## config.mk

```make
export PLATFORM = sky130hd
export DESIGN_NAME = qmn_queue
export DESIGN_NICKNAME = d
export VERILOG_FILES = /design/src/rtl/core/qmn_pkg.sv /design/src/rtl/core/qmn_queue.sv
export SDC_FILE = /design/constraint.sdc
export NUM_CORES = 1
export LEC_CHECK = 0
export ABC_CLOCK_PERIOD_IN_PS = 11000
export BUFFER_PORTS_ARGS = -buffer_cell sky130_fd_sc_hd__buf_2
export CORE_ASPECT_RATIO = 1.75
export CORE_MARGIN = 5
export CORE_UTILIZATION = 24
export CTS_CLUSTER_SIZE = 12
export DETAILED_ROUTE_END_ITERATION = 6
export GPL_ROUTABILITY_DRIVEN = 0
export SLEW_MARGIN = 0
export SYNTH_ARGS = -nofsm -noshare
export SYNTH_HDL_FRONTEND = slang
export SYNTH_SLANG_ARGS = --single-unit
```

## constraint.sdc

```tcl
create_clock -name clk -period 11 [get_ports clk]
set_clock_uncertainty 0.15 [all_clocks]
set_input_delay 0.55 -clock clk [delete_from_list [all_inputs] [get_ports clk]]
set_output_delay 0.55 -clock clk [all_outputs]
set_load 0.02 [all_outputs]
```

## src/rtl/core/qmn_pkg.sv

```systemverilog
package qmn_pkg;

    // component format: signed Q2.14 by default
    localparam int CW     = 16;
    localparam int FRAC   = CW - 2;
    // magnitude of one product component (sum of four products)
    localparam int RW     = 2 * CW + 1;
    // signed component before abs
    localparam int RSW    = RW + 1;
    // sum of four squares
    localparam int SW     = 2 * RW + 1;
    // radicand padded to an even width, and root width
    localparam int SQW    = SW + (SW % 2);
    localparam int ROOT_W = SQW / 2;
    // queue between front and back
    localparam int QD     = 4;
    localparam int QAW    = 2;

    localparam logic [CW:0] HALF_POS = (CW + 1)'(2 ** (CW - 1) - 1);
    localparam logic [CW:0] HALF_NEG = (CW + 1)'(2 ** (CW - 1));

    // one classified item handed from front to back
    typedef struct packed {
        logic [3:0]          neg;
        logic [3:0][RW-1:0]  mag;
        logic                zero;
        logic [SW-1:0]       ssum;
    } work_t;

    // one step of the digit-by-digit square root
    typedef struct packed {
        logic [ROOT_W+1:0] rem;
        logic [ROOT_W-1:0] root;
        logic [SQW-1:0]    rad;
    } sqrt_t;

    // one lane of the restoring divider
    typedef struct packed {
        logic [ROOT_W-1:0] rem;
        logic [CW-1:0]     low;
        logic [CW-1:0]     quo;
    } div_t;

    function automatic sqrt_t sqrt_step(input sqrt_t a);
        logic [ROOT_W+3:0] t;
        logic [ROOT_W+3:0] tr;
        sqrt_t r;
        t = {a.rem, a.rad[SQW-1 -: 2]};
        tr = {2'b00, a.root, 2'b01};
        r.rad = {a.rad[SQW-3:0], 2'b00};
        if (t >= tr)
        begin
            r.rem = (ROOT_W + 2)'(t - tr);
            r.root = {a.root[ROOT_W-2:0], 1'b1};
        end
        else
        begin
            r.rem = t[ROOT_W+1:0];
            r.root = {a.root[ROOT_W-2:0], 1'b0};
        end
        return r;
    endfunction

    function automatic div_t div_step(input div_t a, input logic [ROOT_W-1:0] n);
        logic [ROOT_W:0] t;
        logic [ROOT_W:0] nn;
        div_t r;
        t = {a.rem, a.low[CW-1]};
        nn = {1'b0, n};
        r.low = {a.low[CW-2:0], 1'b0};
        if (t >= nn)
        begin
            r.rem = ROOT_W'(t - nn);
            r.quo = {a.quo[CW-2:0], 1'b1};
        end
        else
        begin
            r.rem = t[ROOT_W-1:0];
            r.quo = {a.quo[CW-2:0], 1'b0};
        end
        return r;
    endfunction

endpackage

```

## src/rtl/core/qmn_queue.sv

```systemverilog
module qmn_queue
(
    input  logic            clk,
    input  logic            rst_n,
    input  logic            push_valid,
    input  qmn_pkg::work_t  push_data,
    output logic            push_ready,
    output logic            pop_valid,
    output qmn_pkg::work_t  pop_data,
    input  logic            pop_ready
);

    qmn_pkg::work_t mem_reg [qmn_pkg::QD];
    logic [qmn_pkg::QAW-1:0] wr_reg;
    logic [qmn_pkg::QAW-1:0] rd_reg;
    logic [qmn_pkg::QAW:0] cnt_reg;
    logic push;
    logic pop;

    assign push_ready = (cnt_reg != qmn_pkg::QD[qmn_pkg::QAW:0]);
    assign pop_valid = (cnt_reg != '0);
    assign push = push_valid && push_ready;
    assign pop = pop_valid && pop_ready;
    assign pop_data = mem_reg[rd_reg];

    // pointers and fill level
    always_ff @(posedge clk or negedge rst_n)
    begin
        if (!rst_n)
        begin
            wr_reg <= '0;
            rd_reg <= '0;
            cnt_reg <= '0;
        end
        else
        begin
            if (push)
                wr_reg <= wr_reg + 1'b1;
            if (pop)
                rd_reg <= rd_reg + 1'b1;
            if (push && !pop)
                cnt_reg <= cnt_reg + 1'b1;
            else if (pop && !push)
                cnt_reg <= cnt_reg - 1'b1;
        end
    end

    // storage
    always_ff @(posedge clk)
    begin
        if (push)
            mem_reg[wr_reg] <= push_data;
    end

endmodule

```

==> out/metrics.yaml <==
ctsResizeCount: 0
grt_pass1_wl_um: 98100
wl_met1_um: 24500
area_growth_pct: 28.0
wire_per_inst_um: 18.5
max_freq_mhz: 218
hold_viol_final: 0
p_int_uw: 6840
cp.required_ps: 10300
io-pin-count: 414
slew_headroom: 0.200
switching_power_uw: 3200
num_vias: 13976
dieArea_um2: 132000
avgSynthCellArea_um2: 27.1
h-tree-depth: 3
core-area_um2: 124000
postPlaceCellArea_um2: 33800
synth_top_cell_by_area: "edfxtp_1"
largest_register_ffs: 816
ys_ff_latch: 823
worst_slack_ps: 6420
synth_cells: 1101
detail-route-antenna-nets: 0
async_reset_ff_frac: 0.00851
seqPwrFrac: 0.435
grt_pass1_vias: 16158
most-common-layout-cells: "edfxtp_1 (816), buf_2 (413), dlygate4sd3_1 (206)"
status: "finished clean"
fin_crit_sh: 0.417
drv_cap: 0
fillerInstances: 11835
fin_crit_ps: 4580
cts_max_path_buffers: 3
die_h_um: 476
postCtsHoldBufs: 206
post-place-ws_ps: 6920
nets: 1989
worstSkewPairLatency_ps: 640
finalSetupTns_ps: 0
cts_tree: "yes"
synth_area_leaders: "edfxtp_1 (82%), mux4_2 (15%), buf_6 (0.64%)"
routed_wl_um: 63800
cts.clk_slew.worst_paths_ps: 60
worstSetupEndpointType: "output pin"
dp_hpwl_um: 38000
synth_top_area_frac: 0.821
swShare: 0.319
powerDensity_nw_per_um2: 263
synthFlopType: "edfxtp_1"
leakagePower_uw: 0.0127
core.rowCount: 171
synth-edff-count: 816
critPathSlowestCell: "dfrtp_4"
utilization: 0.308
grtUsageTotal: 0.0957
numClockSinks: 823
die_w_um: 277
postCtsSetupBuffers: 0
combPwrFrac: 0.314
grt_max_degree: 108
first_pass_iters: 5
drc_errors: 0
setup_viol: 0
syn_nets: 1315
viasPerCell: 4.05
critical-path-top-delay-family: "buffers and inverters"
wl_met3_um: 5750
crit_type: "register to output pin"
wl_met2_um: 31900
ys_types: 18
rsz0062_at_grt: "false"
ys_warn_count: 0
final_common_cell: "edfxtp_1"
initialDrtViolationCount: 683
drive_above_1_share: 0.410
clockRootBuffer: "clkbuf_16"
grt_overflow: 0
crit_path_cell_trace: "buf_4 -> buf_12 -> mux4_2 -> buf_2"
drv_slew: 0
cts_buffers: 82
clkPwrFrac: 0.251
hold_class: "primary input to asynchronous set/reset pin"
worst_ep_arrival_time_ps: 3880
cp.buffers_inverters: 3
worst-path-max-fanout: 107
yosysSeqAreaShare: 0.827
syn_area_um2: 29800
whs_ps: 123
start_util: 0.241
final_area_um2: 38200
cpPeakStageDelay_ps: 780
worst_ir_drop_vdd_mv: 0.199
cp-start-kind: "register"
tightest_slew_ps: 1200
topRoutingLayerUsed: "met5"
antenna_found_initial: 13
io_buffer_count: 413
power groups by stage:
stage	registers, µW	logic, µW	clock network [µW]
2_1_floorplan	4420	2240	0
3_3_place_gp	4400	3160	0
3_5_place_dp	4450	3170	0
4_1_cts	4390	3240	2630
5_1_grt	4430	3390	2760
6_report	4370	3150	2530
per-layer routing:
layer  vias up  track usage
met5         -            0
met4         8       0.0348
met3        94       0.0363
met2       486        0.165
met1      7285        0.109
li1       6103            -
area by class of cell:
type	instances	area [µm²]	area share
sequential	823	24700	0.646
clock inverter	17	214	0.00560
tap	1643	2060	0.0538
inverter	3	11.3	0.000295
antenna	6	15.0	0.000393
timing repair buffer	636	4270	0.112
clock buffer	95	2120	0.0556
multi-input combinational	229	4820	0.126
Yosys cell counts, types with 2 or more instances:
| cell type | number |
|---|---|
| edfxtp_1 | 816 |
| mux4_2 | 204 |
| buf_2 | 23 |
| buf_6 | 17 |
| dfrtp_1 | 7 |
| clkbuf_1 | 6 |
| ha_1 | 5 |
| and2_1 | 4 |
| xnor2_1 | 4 |
| inv_1 | 3 |
| mux2_2 | 2 |
| nand2_1 | 2 |
| nor2_1 | 2 |
| xor2_1 | 2 |
kinds of logic (layout without fill, tap and decap cells):
| family | count (synthesis) | count (layout) | synth area share |
|---|---|---|---|
| buffers and inverters | 49 | 751 | 0.0114 |
| other | 0 | 6 | 0 |
| and+or+nand+nor | 10 | 10 | 0.00172 |
| xor gates and xnor gates | 6 | 6 | 0.00176 |
| AOI/OAI and AO/OA | 1 | 1 | 0.000377 |
| adders and majority gates | 6 | 6 | 0.00277 |
| DFF | 823 | 823 | 0.827 |
| muxes | 206 | 206 | 0.155 |
path summary, 6_finish.rpt:
| check | to | startpoint | cells past startpoint | slack, ps |
|---|---|---|---|---|
| worst min-delay path | cnt_reg[2] | rst_n | 2 | 120 |
| min in group clk | wr_reg[0] | push_valid | 3 | 240 |
| worst min register to register | cnt_reg[2] | cnt_reg[2] | 1 | 400 |
| worst max register to register | mem_reg[2][150] | cnt_reg[0] | 5 | 7270 |
| max in group asynchronous | rd_reg[0] | rst_n | 2 | 10400 |
| worst max-delay path | pop_data[38] | rd_reg[0] | 4 | 6420 |
per-stage QoR:
| stage | instances | power (µW) |
|---|---|---|
| floorplan | 1101 | 6660 |
| global placement | 3128 | 7570 |
| detailed placement | 3128 | 7620 |
| CTS | 3446 | 10300 |
| global route | 3447 | 10600 |
| finish | 3452 | 10000 |
(Power assumes the default switching activity.)
